--- src/oas_ram.sv ---
`default_nettype none
module oas_ram #(
  parameter int unsigned Width = 16,
  parameter int unsigned Depth = 256
) (
  input  wire logic                     clk_i,
  input  wire logic                     we_i,
  input  wire logic [$clog2(Depth)-1:0] waddr_i,
  input  wire logic [Width-1:0]         wdata_i,
  input  wire logic [$clog2(Depth)-1:0] raddr_i,
  output logic      [Width-1:0]         rdata_o
);
  logic [Width-1:0] mem_q [Depth];

  always_ff @(posedge clk_i) begin
    if (we_i) begin
      mem_q[waddr_i] <= wdata_i;
    end
    rdata_o <= mem_q[raddr_i];
  end
endmodule
`default_nettype wire

--- config.mk ---
export PLATFORM = sky130hd
export DESIGN_NAME = oas_ram
export DESIGN_NICKNAME = d
export VERILOG_FILES = /design/src/oas_ram.sv
export SDC_FILE = /design/constraint.sdc
export NUM_CORES = 2
export LEC_CHECK = 0
export BUFFER_PORTS_ARGS = -buffer_cell sky130_fd_sc_hd__buf_2
export CORE_ASPECT_RATIO = 2
export CORE_MARGIN = 2
export CORE_UTILIZATION = 65
export CTS_BUF_LIST = sky130_fd_sc_hd__clkbuf_8
export DETAILED_ROUTE_END_ITERATION = 7
export PLACE_DENSITY = 0.85
export SLEW_MARGIN = 0
export SYNTH_ARGS = -nofsm -noshare
export SYNTH_HDL_FRONTEND = slang
export SYNTH_SLANG_ARGS = --single-unit
--- constraint.sdc ---
create_clock -name clk_i -period 4.3 [get_ports clk_i]
set_input_delay 0 -clock clk_i [delete_from_list [all_inputs] [get_ports clk_i]]
set_output_delay 0 -clock clk_i [all_outputs]
set_load 0.1 [all_outputs]
# --- Word-level counts from Yosys, hierarchy flattened ---
# Memories as Yosys holds them, arrays and structs flattened. A register that Yosys moved wholly into a read port is not among the register bits.
# Index checks and enable logic that the tools add are counted.
totals:
  register_bits: 0
  mem_bits_rw: 4096
  input_bits: 34
  output_inout_bits: 16
  wordCells: 3
  mem_count: 1
mem_list:
  columns: ["memory", "words", "word_bits", "read_ports", "rd_clocked_by_memory_dff", "write_ports", "line", "source"]
  rows:
  - ["mem_q", 256, 16, 1, 1, 1, "13", "logic [Width-1:0] mem_q [Depth];"]
op_classes:
  muxes: 2
op_table:
  columns: ["op", "n"]
  rows:
  - ["1-bit two-way mux", 2]

# --- Longest topological paths before layout ---
depth:
  ltp_word: 2
  depth_mapped: 12

# --- Worst setup path before layout ---
# Ideal clock, no wire load.
synth_timing:
  path_type: "input port to flip-flop"
  start: "input port waddr_i[3]"
  end: "memory mem_q[235][0], enable pin"
  setup_ns: 0.388
  arrival_time_ns: 1.777
  required_ns: 3.912
  slack_ns: 2.135
  path_stages: 6
  path_buffers: 3
  cell_sequence: "clkbuf_1 -> nor2b_1 -> clkbuf_1 -> nand4_1 -> clkbuf_1 -> nor2_1"
synth_rtl:
  columns: ["item", "line", "source"]
  rows:
  - ["from (decl)", "8", "input wire logic [$clog2(Depth)-1:0] waddr_i,"]
  - ["to (decl)", "13", null]
# Straight into the memory's write port.

==> impl_metrics.toml <==
[outcome]
status = "complete, but fails checks"
violations = "capacitance limit"

[drt]
drtPass1Iterations = 6
dr_total_vias = 83574
wire_per_inst_um = 37.9
drt_iter0_drc = 12234
wl_met2_mm = 221
route.antenna.remaining_nets = 0
viasPerCell = 7.14
drt-met1-wl_mm = 126
post-route-drc-count = 0
wl_met3_mm = 45.5
finalWirelength_mm = 443
maxUsedRoutingLayer = "met5"

[floorplanning]
rows = 256
dieWidth_um = 353
dieArea_um2 = 248000
fp.coreArea_um2 = 243000
ios = 50
fp.dieH_um = 703
start_util_pct = 65.4

[synth]
synthDistinctLibCells = 52
synth_ff_type = "edfxtp_1"
ys_seq_area_share_pct = 77.7
synth_area_um2 = 159000
ys_ff_latch = 4112
syn_inst = 7360
synth_edf_count = 4096
yosysMostFrequentCell = "edfxtp_1"
avgSynthCellArea_um2 = 21.6
synth_common_cells = "edfxtp_1 (4,096), mux4_2 (797), mux2i_1 (565), nor2_1 (304), o221ai_1 (252)"
synthTopCellsByArea = "edfxtp_1 (77%), mux4_2 (11%), mux2i_1 (3.6%), o221ai_1 (1.4%), nor2_1 (0.72%)"
syn-num-nets = 7394
synth_top_area_share_pct = 77.5
async_flop_share_pct = 0
synth_largest_area_cell = "edfxtp_1"
yosysWarnings = 0

[timing]
maxSlewViolCount = 0
tightest_slew_ns = 1.46
finalHoldWorstSlack_ns = 0.145
clock.fmax_mhz = 266
setup_ws_ns = 0.547
fin_skew_ns = 0.0512
grt_setup_unrepaired = "false"
fin_crit_sh_pct = 87.3
finalHoldViolations = 0
slew_headroom_pct = 1.78
finalSetupTns_ns = 0
setup_viol = 0
fin_crit_ns = 3.75

[place]
dpl.cell_count = 10721
place.gp.congestion = 1.02
hpwl_mm = 278
pre_cts_ws_ns = 0.145
io_buffers = 49

[hold_path]
min_path_type = "input pin to flop"

[clock_tree]
cts_buffers = 532
cts_tree = "yes"
worst_skew_pair.late_latency_ns = 1.05
cts_root_buf = "clkbuf_8"
cts.sinks = 4112
ctsLongestPathBuffers = 4
cts_resized = 0
htree_levels = 6
path_clk_slew_ns = 0.07

[cells_and_area]
drive_above_1_share_pct = 25.9
area_growth_pct = 10.7
nets = 8105
fin_util_pct = 72.4
final_cell_count_no_fill = 11713

[critical_path]
crit_buf_inv = 1
path_cells = "mux4_2, mux2_2, a221oi_1, o31ai_1, o32ai_1, nor4_1, dlygate4sd3_1"
slowest_delay_ns = 0.75
path_class = "flop to flop"
critPathTopFamily = "compound AO/OA/AOI/OAI gates"
cp-start-kind = "flop"
cp_max_fo = 1
worstPathArrival_ns = 4.69
worst_setup_path_end_kind = "flop"
required_ns = 5.24
cp_slowest_cell = "a221oi_1"

[power_and_ir_drop]
irDropWorstVdd_v = 0.000282
leakage_uw = 0.0566
power_density_nw_per_um2 = 435

[global_routing]
grt_use_total_pct = 36.0
grt_pass1_vias = 84322
grt_overflow = 0
grt_first_pass_wirelength_mm = 620
grt_max_degree = 149
antenna_found_initial = 27

[run]
maxCapViolCount = 1
## through the flow
step                total power [uW]  cell area (um^2)
CTS                            76400            176000
floorplan                      47500            159000
finish                         76400            176000
global route                   78000            176000
detailed placement             49500            165000
global placement               49300            165000
## what timing repair did
action | CTS | global route
setup buffers | 0 | 0
hold buffers | 37 | 0
hold endpoints to repair | 3284 | 0
## final timing paths
kind,slack [ns],start,to,cells after the start
worst min register to register,1.06,mem_q[235][0],rdata_o[0],6
worst min-delay path,0.14,wdata_i[5],mem_q[31][5],2
worst max-delay path,0.55,mem_q[131][1],rdata_o[1],7
worst max register to register,0.55,mem_q[131][1],rdata_o[1],7
## power by group
group | leakage (uW) | internal, uW | switching [uW]
clock network | 0.00559 | 13700 | 14000
registers | 0.0369 | 44200 | 85.6
logic | 0.0141 | 1460 | 3060
## flip-flops by register name, indices dropped and copies added (netlist names)
signal / count
mem_q: 4096
rdata_o: 16
## layout make-up
| class | count | area, um^2 |
|---|---|---|
| Fill cell | 12938 | 67000 |
| Antenna cell | 21 | 52.6 |
| Inverter | 4 | 25.0 |
| Multi-Input combinational cell | 2792 | 32800 |
| Tap cell | 3225 | 4040 |
| Timing Repair Buffer | 629 | 5540 |
| Sequential cell | 4112 | 123000 |
| Clock buffer | 566 | 7790 |
| Clock inverter | 364 | 2210 |
## layout by cell type (no fill, tap or decap), types with 26 or more instances in the layout
| cell | n |
|---|---|
| o21ai_0 | 32 |
| a22oi_1 | 43 |
| mux2i_1 | 565 |
| buf_2 | 29 |
| mux2_2 | 88 |
| a22o_1 | 32 |
| a21oi_1 | 173 |
| edfxtp_1 | 4096 |
| inv_1 | 137 |
| nor3_1 | 90 |
| o221ai_1 | 252 |
| nand4_1 | 26 |
| clkinv_1 | 114 |
| clkbuf_8 | 582 |
| buf_4 | 488 |
| a221oi_1 | 28 |
| nand3_1 | 35 |
| nor2_1 | 294 |
| mux4_2 | 797 |
| dlygate4sd3_1 | 37 |
| o22ai_1 | 148 |
| nand2_1 | 37 |
| buf_12 | 54 |
| clkinv_2 | 58 |
## per-layer routing
layer  global-route usage [%]  vias up
met5                        0        -
met4                     32.4       10
met3                     7.12     1767
met2                     59.8     6853
met1                     39.3    42230
li1                         -    32714
## kinds of logic after synthesis
family	synth area share, %
flops	77.7
simple gates	1.57
buf+inv	1.69
mux	15.5
compound gates	3.54
Power figures use the tool's default switching activity.
