$ cat src/oas_pkg.sv
`default_nettype none
package oas_pkg;
  localparam int unsigned MaxWorkers = 16;
  localparam int unsigned MaxJobs = 16;
  localparam int unsigned EntryWidth = 16;
  localparam int unsigned TotalWidth = 21;
  localparam int unsigned CountWidth = 5;
  // potentials need entry width plus growth over at most 16 rows
  localparam int unsigned PotExtra = 10;

  localparam logic [1:0] RegWorkers = 2'd0;
  localparam logic [1:0] RegJobs = 2'd1;
  localparam logic [1:0] RegMaximize = 2'd2;
endpackage
`default_nettype wire

$ cat src/oas_cfg.sv
`default_nettype none
module oas_cfg (
  input  wire logic                            clk_i,
  input  wire logic                            rst_ni,
  input  wire logic                            psel,
  input  wire logic                            penable,
  input  wire logic                            pwrite,
  input  wire logic [3:0]                      paddr,
  input  wire logic [31:0]                     pwdata,
  output logic      [31:0]                     prdata,
  output logic                                 pready,
  output logic      [oas_pkg::CountWidth-1:0]  workers_o,
  output logic      [oas_pkg::CountWidth-1:0]  jobs_o,
  output logic                                 maximize_o
);
  import oas_pkg::*;

  logic [CountWidth-1:0] workers_q, jobs_q;
  logic                  max_q;
  logic                  wr;

  assign pready = 1'b1;
  assign wr = psel & penable & pwrite;

  always_ff @(posedge clk_i or negedge rst_ni) begin
    if (!rst_ni) begin
      workers_q <= CountWidth'(16);
      jobs_q    <= CountWidth'(16);
      max_q     <= 1'b0;
    end else if (wr && paddr[1:0] == 2'd0) begin
      case (paddr[3:2])
        RegWorkers:  workers_q <= pwdata[CountWidth-1:0];
        RegJobs:     jobs_q    <= pwdata[CountWidth-1:0];
        RegMaximize: max_q     <= pwdata[0];
        default: ;
      endcase
    end
  end

  always_comb begin
    prdata = '0;
    case (paddr[3:2])
      RegWorkers:  prdata = 32'(workers_q);
      RegJobs:     prdata = 32'(jobs_q);
      RegMaximize: prdata = 32'(max_q);
      default:     prdata = '0;
    endcase
  end

  assign workers_o  = workers_q;
  assign jobs_o     = jobs_q;
  assign maximize_o = max_q;
endmodule
`default_nettype wire

$ cat config.mk
export PLATFORM = sky130hd
export DESIGN_NAME = oas_cfg
export DESIGN_NICKNAME = d
export VERILOG_FILES = /design/src/oas_pkg.sv /design/src/oas_cfg.sv
export SDC_FILE = /design/constraint.sdc
export NUM_CORES = 1
export LEC_CHECK = 0
export ABC_AREA = 0
export BUFFER_PORTS_ARGS = -buffer_cell sky130_fd_sc_hd__buf_2
export CELL_PAD_IN_SITES_DETAIL_PLACEMENT = 1
export CELL_PAD_IN_SITES_GLOBAL_PLACEMENT = 1
export CORE_UTILIZATION = 21
export DETAILED_ROUTE_END_ITERATION = 7
export PLACE_DENSITY_LB_ADDON = 0.1
export SKIP_CTS_REPAIR_TIMING = 1
export SYNTH_ARGS = -nofsm -noshare
export SYNTH_HDL_FRONTEND = slang
export SYNTH_SLANG_ARGS = --single-unit
$ cat constraint.sdc
create_clock -name clk_i -period 0.9 [get_ports clk_i]
set_clock_uncertainty 0.2 [all_clocks]
set_input_delay 0.045 -clock clk_i [delete_from_list [all_inputs] [get_ports clk_i]]
set_output_delay 0.045 -clock clk_i [all_outputs]
set_load 0.1 [all_outputs]
After elaboration in Yosys (flattened, before gate mapping)
Index checks and enable logic that the tools add are counted.
{"block": "classes", "eq_ne": 2, "muxes": 1, "n_bitwise": 2, "n_reduce_logical": 6}
{"cell": "5-bit case mux with 3 select lines", "count": 1}
{"cell": "2-bit AND reduction", "count": 3}
{"cell": "2-bit zero test", "count": 2}
{"cell": "1-bit bitwise AND", "count": 2}
{"cell": "2-bit by 1-bit == test with 1-bit output, second input constant", "count": 1}
{"cell": "2-bit == test, second input constant", "count": 1}
{"cell": "1-bit logical AND", "count": 1}
{"block": "totals", "register_bits": 11, "in_bits": 41, "output_inout_bits": 44, "elab_cells": 14}

Logic depth before layout (Yosys ltp)
Gate-level depths: netlist (run 1).
{"block": "logic_depth", "word_depth": 4, "mapped_depth": 4, "depth_no_buf": 3}

Worst setup path before layout (run 1)
No wires, ideal clock.
{"block": "synth_timing", "kind": "register to output", "from": "register jobs_q[0], in the netlist jobs_o[0]", "to": "output port prdata[0]", "arrival_time_ns": 3.209, "required_time_ns": 0.655, "path_slack_ns": -2.554, "path_stages_with_launch": 3, "n_path_buf": 0, "cell_sequence": "dfrtp_1 mux2i_1 o21ai_0"}
{"block": "synth_via", "elab_chain_len": 1}
{"item": "start: declaration", "line": "oas_cfg.sv:18", "rtl": "logic [CountWidth-1:0] workers_q, jobs_q;"}
{"item": "start signal: assignment", "line": "oas_cfg.sv:28", "rtl": "jobs_q <= CountWidth'(16);"}
{"item": "start signal: assignment", "line": "oas_cfg.sv:33", "rtl": "RegJobs: jobs_q <= pwdata[CountWidth-1:0];"}
{"item": "5-bit case mux with 3 select lines", "line": "oas_cfg.sv:42", "rtl": "case (paddr[3:2])"}
{"item": "end: declaration", "line": "oas_cfg.sv:10", "rtl": "output logic [31:0] prdata,"}
No other way between the ends.

Worst setup path after layout (run 1)
{"block": "layout_timing", "from": "register jobs_q[4], in the netlist jobs_o[4]", "to": "output port prdata[4]"}
Same word-level chain as after synthesis.

==> reports/metrics.csv, run 1 <==
metric,value,unit
htree depth,1,
register area,319,µm²
DP HPWL,1.55,mm
core area,3660,µm²
RSZ-0062 raised after global routing,true,
antenna cells,0,
Yosys warnings,0,
Pre-Repair DR Iteration Count,4,
violated checks,"negative hold slack, negative setup slack",
cell area after synthesis,803,µm²
register area share after synthesis,34.6,%
FF-to-FF path depth,2,
Tmin final,1.45,ns
DIE WIDTH,63.8,µm
hold depth,2,
Final Hold Vio Count,11,
cts bufs inserted,3,
CTS tree,built,
multi-input logic area,539,µm²
Placed Instances,166,
area delta synth->final,97.2,%
filler cell count in the final layout,401,
startpoint types,flop,
"most common cell after layout, fill and taps aside",conb_1,
clock sinks,11,
die height,63.8,µm
Synth cell types,17,
critical path endpoint,prdata[4],
power per cell area,2070,nW/µm²
crit path max fanout,2,
overall routing resource usage,10.4,%
final wirelength,1.91,mm
# IOs,85,
Lkg Pwr,0.000756,µW
Routed WL per cell,11.0,µm
largest cells by area after synthesis,"dfrtp_1, buf_4, mux2_2, dfstp_2, mux2i_1",
Starting Density,21.9,%
"area leader, netlist",dfrtp_1,
Synth top area share,28.0,%
Rows,22,
critical path data required time,0.65,ns
worst path arrival time,1.21,ns
maxcap violations,0,
status,finished with violations,
post-route ant nets,0,
via count,617,
Max clock buf depth,2,
f_max,689,MHz
reg-to-reg endpoint,workers_o[0],
Max IR drop VDD,1030,µV
"reg-to-reg slack, setup",-0.28,ns
crit path kind,flop to output port,
"Period Utilization, post-route",161,%
Min-Delay Path Class,primary input to flop,
post-synthesis instance total,71,
#FFs+latches synth,11,
via/cell ratio,3.55,
largest net degree at the start of global routing,12,
share of cells above drive strength 1,75.4,%
number of remaining DRC errors,0,
I/O Buffers,29,
Critical Path End Type,output port,
routability-driven placement congestion ratio,0.640,
fin. max-slew vios,0,
Post-Syn Area per Cell,11.3,µm²
Min Hold Slack,-0.148,ns
initial antenna violation count,0,
crit path from,jobs_o[4],
reg-to-reg startpoint,workers_o[0],
Final setup viols,27,
Final nets,168,
Final Core Density,43.3,%
Iter 0 DRT Violations,7,
global-route wire length before repair,3.15,mm
"Clk Latency, worst-skew pair",0.23,ns
number of global-route vias before repair,662,
"commonest cells after routing, fill and taps aside","conb_1, buf_12, buf_2",
CTS Root Cell,clkbuf_8,
Finished Layout Cells,174,
die area,4080,µm²
Worst-path clk slew,0.05,ns
Final Worst Setup Slack,-0.551,ns
gr ovfl total,0,
==> sequential cells by signal (all words and copies together) (netlist names) <==
register and count:
jobs_o 5, maximize_o 1, workers_o 5
==> how the worst min path moves through the flow <==
| stage | startpoint | to |
|---|---|---|
| 5_1_grt | pwdata[4] | workers_o[4] |
| 6_report | pwdata[1] | jobs_o[1] |
| 4_1_cts | rst_ni | workers_o[3] |
| 3_5_place_dp | rst_ni | workers_o[3] |
| 3_3_place_gp | rst_ni | jobs_o[3] |
| 2_1_floorplan | rst_ni | jobs_o[0] |
==> where the power goes <==
| part | internal [µW] | total, µW | switching [µW] |
|---|---|---|---|
| clock | 311 | 497 | 185 |
| sequential | 614 | 702 | 88.5 |
| combinational | 690 | 2080 | 1390 |
==> critical path, cell delays in order, from the launching register on <==
cell     delay (ns)
dfstp_4        0.62
mux2i_4        0.07
nor2_4         0.10
buf_12         0.18
==> stage by stage <==
| stage | setup slack [ns] | power [µW] | TNS (ns) | area, µm² | hold slack (ns) |
|---|---|---|---|---|---|
| finish | -0.551 | 3270 | -9.08 | 1580 | -0.148 |
| global route | -0.590 | 3390 | -9.70 | 1580 | -0.139 |
| CTS | -0.584 | 3210 | -9.18 | 1490 | -0.515 |
| detailed placement | -0.336 | 2700 | -6.31 | 1450 | -0.260 |
| global placement | -0.322 | 2690 | -6.12 | 1450 | -0.267 |
| floorplan | -0.754 | 2170 | -7.09 | 1070 | -0.451 |
==> cells by family (layout without fill, tap and decap cells) <==
kind of cell | count (synthesis) | in the layout | share of synthesized area [%]
flops | 11 | 11 | 34.6
buf+inv | 29 | 58 | 27.6
compound gates | 1 | 1 | 0.622
other cells | 2 | 28 | 0.935
simple gates | 12 | 12 | 14.2
mux | 16 | 16 | 22.1
==> final cells by class <==
type,instances,share of cell area [%]
Clock buffer,4,2.84
Multi-Input combinational cell,57,34.0
Sequential cell,11,20.1
Tap cell,48,3.79
Timing Repair Buffer,54,39.2
==> synthesized netlist by cell type <==
cell type  instances
nand4b_4           1
nand3_2            2
dfstp_2            2
buf_4             28
nand2_1            1
conb_1             2
mux2_4             1
mux2i_1            5
mux2_2            10
dfrtp_1            9
nor2_1             4
o21ai_0            1
nor2b_4            1
buf_6              1
nor2_8             1
nor2_2             1
and3_4             1
==> per-layer routing <==
metal / vias up / GRT usage, % / wire length (µm)
li1: 287 / - / -
met2: 35 / 19.0 / 1020
met5: - / 0 / 0
met4: 0 / 5.11 / 25
met3: 2 / 1.79 / 143
met1: 293 / 11.5 / 717
Power figures use the tool's default switching activity.
==> inputs of run 2 (changes only) <==
--- a/config.mk
+++ b/config.mk
@@ -9,6 +9,7 @@
 export BUFFER_PORTS_ARGS = -buffer_cell sky130_fd_sc_hd__buf_2
 export CELL_PAD_IN_SITES_DETAIL_PLACEMENT = 1
 export CELL_PAD_IN_SITES_GLOBAL_PLACEMENT = 1
+export CORE_MARGIN = 10
 export CORE_UTILIZATION = 21
 export DETAILED_ROUTE_END_ITERATION = 7
 export PLACE_DENSITY_LB_ADDON = 0.1
==> constraint.sdc (replaced) <==
create_clock -name clk_i -period 0.9 [get_ports clk_i]
set_clock_uncertainty 0.2 [all_clocks]
set_input_delay 0.045 -clock clk_i [delete_from_list [all_inputs] [get_ports clk_i]]
set_output_delay 0.045 -clock clk_i [all_outputs]
set_load 0.005 [all_outputs]
==> reports/metrics.csv, run 2 (synthesis results as in run 1) <==
metric,value,unit
"most common cell after layout, fill and taps aside",conb_1,
violated checks,"negative hold slack, negative setup slack",
Placed Instances,157,
antenna cells,0,
hold path startpoint,pwdata[2],
cts bufs inserted,3,
Final nets,160,
clock sinks,11,
maxcap violations,0,
via/cell ratio,3.49,
Iter 0 DRT Violations,13,
routability-driven placement congestion ratio,0.664,
die area,6700,µm²
core area,3690,µm²
Final Core Density,31.0,%
FF-to-FF path depth,2,
power per cell area,1440,nW/µm²
setup TNS,-4.76,ns
status,finished with violations,
die height,81.8,µm
Critical Path End Type,output port,
number of remaining DRC errors,0,
Min Hold Slack,-0.145,ns
reg-to-reg endpoint,maximize_o,
worst hold endpoint,jobs_o[2],
Final Cell Area,1140,µm²
crit path kind,flop to output port,
DIE WIDTH,81.8,µm
crit path max fanout,3,
overall routing resource usage,6.21,%
"Clk Latency, worst-skew pair",0.24,ns
via count,579,
Min-Delay Path Class,primary input to flop,
RSZ-0062 raised after global routing,true,
f_max,770,MHz
startpoint types,flop,
Rows,22,
filler cell count in the final layout,461,
Max clock buf depth,2,
# IOs,85,
global-route wire length before repair,3.13,mm
"reg-to-reg slack, setup",-0.19,ns
htree depth,1,
number of global-route vias before repair,637,
CP cell instances,mux2i_1 > nor2_1 > buf_2,
reg-to-reg startpoint,maximize_o,
Routed WL per cell,13.8,µm
worst path arrival time,1.05,ns
placed inst area,975,µm²
register area,278,µm²
largest net degree at the start of global routing,12,
Tmin final,1.30,ns
gr ovfl total,0,
DP HPWL,1.86,mm
dpl ws,-0.272,ns
share of cells above drive strength 1,57.6,%
CTS tree,built,
fin. max-slew vios,0,
Final Worst Setup Slack,-0.398,ns
Final Hold Vio Count,11,
I/O Buffers,29,
"commonest cells after routing, fill and taps aside","conb_1, buf_2, buf_4",
critical path data required time,0.65,ns
Starting Density,21.8,%
max incr delay on CP,0.54,ns
Pre-Repair DR Iteration Count,2,
Finished Layout Cells,166,
initial antenna violation count,0,
Final setup viols,27,
CTS Root Cell,clkbuf_8,
post-route ant nets,0,
area delta synth->final,42.4,%
hold depth,2,
"Slowest-stage cell, CP",dfstp_2,
Lkg Pwr,0.000657,µW
"Period Utilization, post-route",144,%
Max IR drop VDD,782,µV
multi-input logic area,435,µm²
Worst-path clk slew,0.05,ns
final wirelength,2.29,mm
## run 2: cell types whose count changed in the layout (fill, tap and decap cells not counted), sizes merged
cell  delta
buf      -8
## run 2: layout make-up
class | instances | share of cell area (%)
Clock buffer | 4 | 3.94
Multi-Input combinational cell | 57 | 38.1
Tap cell | 48 | 5.25
Sequential cell | 11 | 24.3
Timing Repair Buffer | 46 | 28.4
## run 2: worst max-delay path by stage
stage / start / endpoint / slack [ns] / cells after the start
3_5_place_dp: pwrite / workers_o[1] / -0.27 / 4
6_report: jobs_o[4] / prdata[4] / -0.40 / 3
3_3_place_gp: pwrite / workers_o[2] / -0.27 / 4
4_1_cts: jobs_o[4] / prdata[4] / -0.41 / 3
5_1_grt: workers_o[4] / prdata[4] / -0.43 / 3
2_1_floorplan: pwrite / jobs_o[0] / -0.08 / 3
## run 2: worst max-delay path: cells and delay by family (launching register included)
kind,cells,cell delay (ns)
muxes,1,0.07
and+or+nand+nor,1,0.08
buffers and inverters,1,0.13
DFF,1,0.54
## run 2: stage by stage
step,hold slack (ns),total power [µW]
detailed placement,-0.260,1020
global route,-0.139,1760
CTS,-0.520,1540
global placement,-0.257,1010
floorplan,-0.451,875
finish,-0.145,1650
## run 2: report_power, final
| group | switching (µW) | internal [µW] |
|---|---|---|
| Clock | 198 | 312 |
| Combinational | 193 | 318 |
| Sequential | 57.4 | 571 |
| Total | 448 | 1200 |
## run 2: routing by layer
layer,vias up,track usage (%),part of all wire (%)
li1,271,-,-
met3,2,3.60,13
met1,276,5.95,37
met4,0,2.55,0.92
met2,30,10.7,49
met5,-,0,0
==> inputs of run 3 (changes only) <==
==> constraint.sdc (replaced) <==
create_clock -name clk_i -period 1.05 [get_ports clk_i]
set_clock_uncertainty 0.2 [all_clocks]
set_input_delay 0.0525 -clock clk_i [delete_from_list [all_inputs] [get_ports clk_i]]
set_output_delay 0.0525 -clock clk_i [all_outputs]
set_load 0.005 [all_outputs]
==> reports/metrics.csv, run 3 (synthesis results as in run 1) <==
metric,value,unit
CTS tree,built,
critical path data required time,0.80,ns
maxcap violations,0,
gr ovfl total,0,
final wirelength,2.10,mm
Rows,22,
number of global-route vias before repair,586,
Final Worst Setup Slack,-0.234,ns
die area,6700,µm²
Starting Density,21.8,%
CP cell instances,mux2i_1 > nor2_1 > buf_2,
share of cells above drive strength 1,54.1,%
Final setup viols,9,
Worst-path clk slew,0.05,ns
max incr delay on CP,0.54,ns
Min Hold Slack,-0.129,ns
Final nets,153,
post-route ant nets,0,
antenna cells,0,
clock sinks,11,
Routed WL per cell,13.2,µm
filler cell count in the final layout,451,
Critical Path End Type,output port,
die height,81.8,µm
violated checks,"negative hold slack, negative setup slack",
Final Hold Vio Count,9,
RSZ-0062 raised after global routing,true,
Min-Delay Path Class,primary input to flop,
crit path kind,flop to output port,
I/O Buffers,29,
Finished Layout Cells,159,
number of remaining DRC errors,0,
"commonest cells after routing, fill and taps aside","conb_1, buf_2, mux2_2",
CTS Root Cell,clkbuf_8,
"Slowest-stage cell, CP",dfstp_2,
startpoint types,flop,
crit path from,jobs_o[4],
"most common cell after layout, fill and taps aside",conb_1,
# IOs,85,
register area,278,µm²
via/cell ratio,3.45,
Max clock buf depth,2,
DP HPWL,1.80,mm
Max IR drop VDD,406,µV
overall routing resource usage,5.82,%
Placed Instances,150,
crit path max fanout,3,
power per cell area,1240,nW/µm²
WP buf/inv,1,
"Period Utilization, post-route",122,%
routability-driven placement congestion ratio,0.660,
htree depth,1,
f_max,779,MHz
dpl ws,-0.150,ns
cts bufs inserted,3,
global-route wire length before repair,3.00,mm
Tmin final,1.28,ns
Pre-Repair DR Iteration Count,2,
reg-to-reg startpoint,workers_o[4],
area delta synth->final,28.2,%
kind of cell adding the most delay to the critical path,flip-flops,
DIE WIDTH,81.8,µm
hold path startpoint,pwdata[2],
core area,3690,µm²
worst path arrival time,1.03,ns
Iter 0 DRT Violations,7,
Lkg Pwr,0.000597,µW
status,finished with violations,
initial antenna violation count,0,
largest net degree at the start of global routing,12,
multi-input logic area,402,µm²
fin. max-slew vios,0,
via count,548,
"Clk Latency, worst-skew pair",0.23,ns
Design Power,1280,µW
## run 3: cell count changes in the layout (fill, tap and decap cells not counted)
cell / before / now
mux2_2: 3 / 10
mux2_4: 8 / 1
buf_6: 10 / 4
buf_4: 11 / 6
buf_2: 24 / 27
dlygate4sd3_1: 1 / 2
nand3_2: 1 / 2
nand3_4: 1 / 0
## run 3: final timing paths
path / end / cells past startpoint / slack (ns)
max: prdata[4] / 3 / -0.23
min: jobs_o[2] / 2 / -0.13
max reg2reg: workers_o[4] / 2 / 0.04
min reg2reg: workers_o[0] / 1 / 0.33
max in group asynchronous: jobs_o[4] / 2 / 0.36
min in group asynchronous: workers_o[0] / 2 / 0.02
## run 3: per-stage QoR
stage | TNS [ns] | util, % | area, µm²
5_1_grt | -1.61 | 27.9 | 1030
2_1_floorplan | 0 | - | 901
3_5_place_dp | -1.16 | 25.0 | 922
4_1_cts | -1.06 | 26.2 | 967
3_3_place_gp | -1.02 | 25.0 | 922
6_report | -1.14 | 27.9 | 1030
## run 3: where the power goes
group | internal (µW) | switching, µW | total (µW)
Clock | 265 | 144 | 409
Combinational | 189 | 147 | 335
Sequential | 489 | 41.7 | 531
## run 3: per-layer routing
metal	up-vias	share of wire (%)	GRT usage [%]
li1	256	-	-
met1	261	35	6.10
met2	29	50	9.87
met3	2	15	2.29
met4	0	0.72	3.06
met5	-	0	0
## run 3: worst register-to-register path, stage by stage, from the launching register on
cell and delay, ns:
dfstp_2 0.53, buf_6 0.09, mux2_2 0.13
## run 3: area by class of cell
cell class	instances	area share, %
Multi-Input combinational cell	57	39.0
Clock buffer	4	4.37
Timing Repair Buffer	39	23.8
Sequential cell	11	27.0
Tap cell	48	5.83
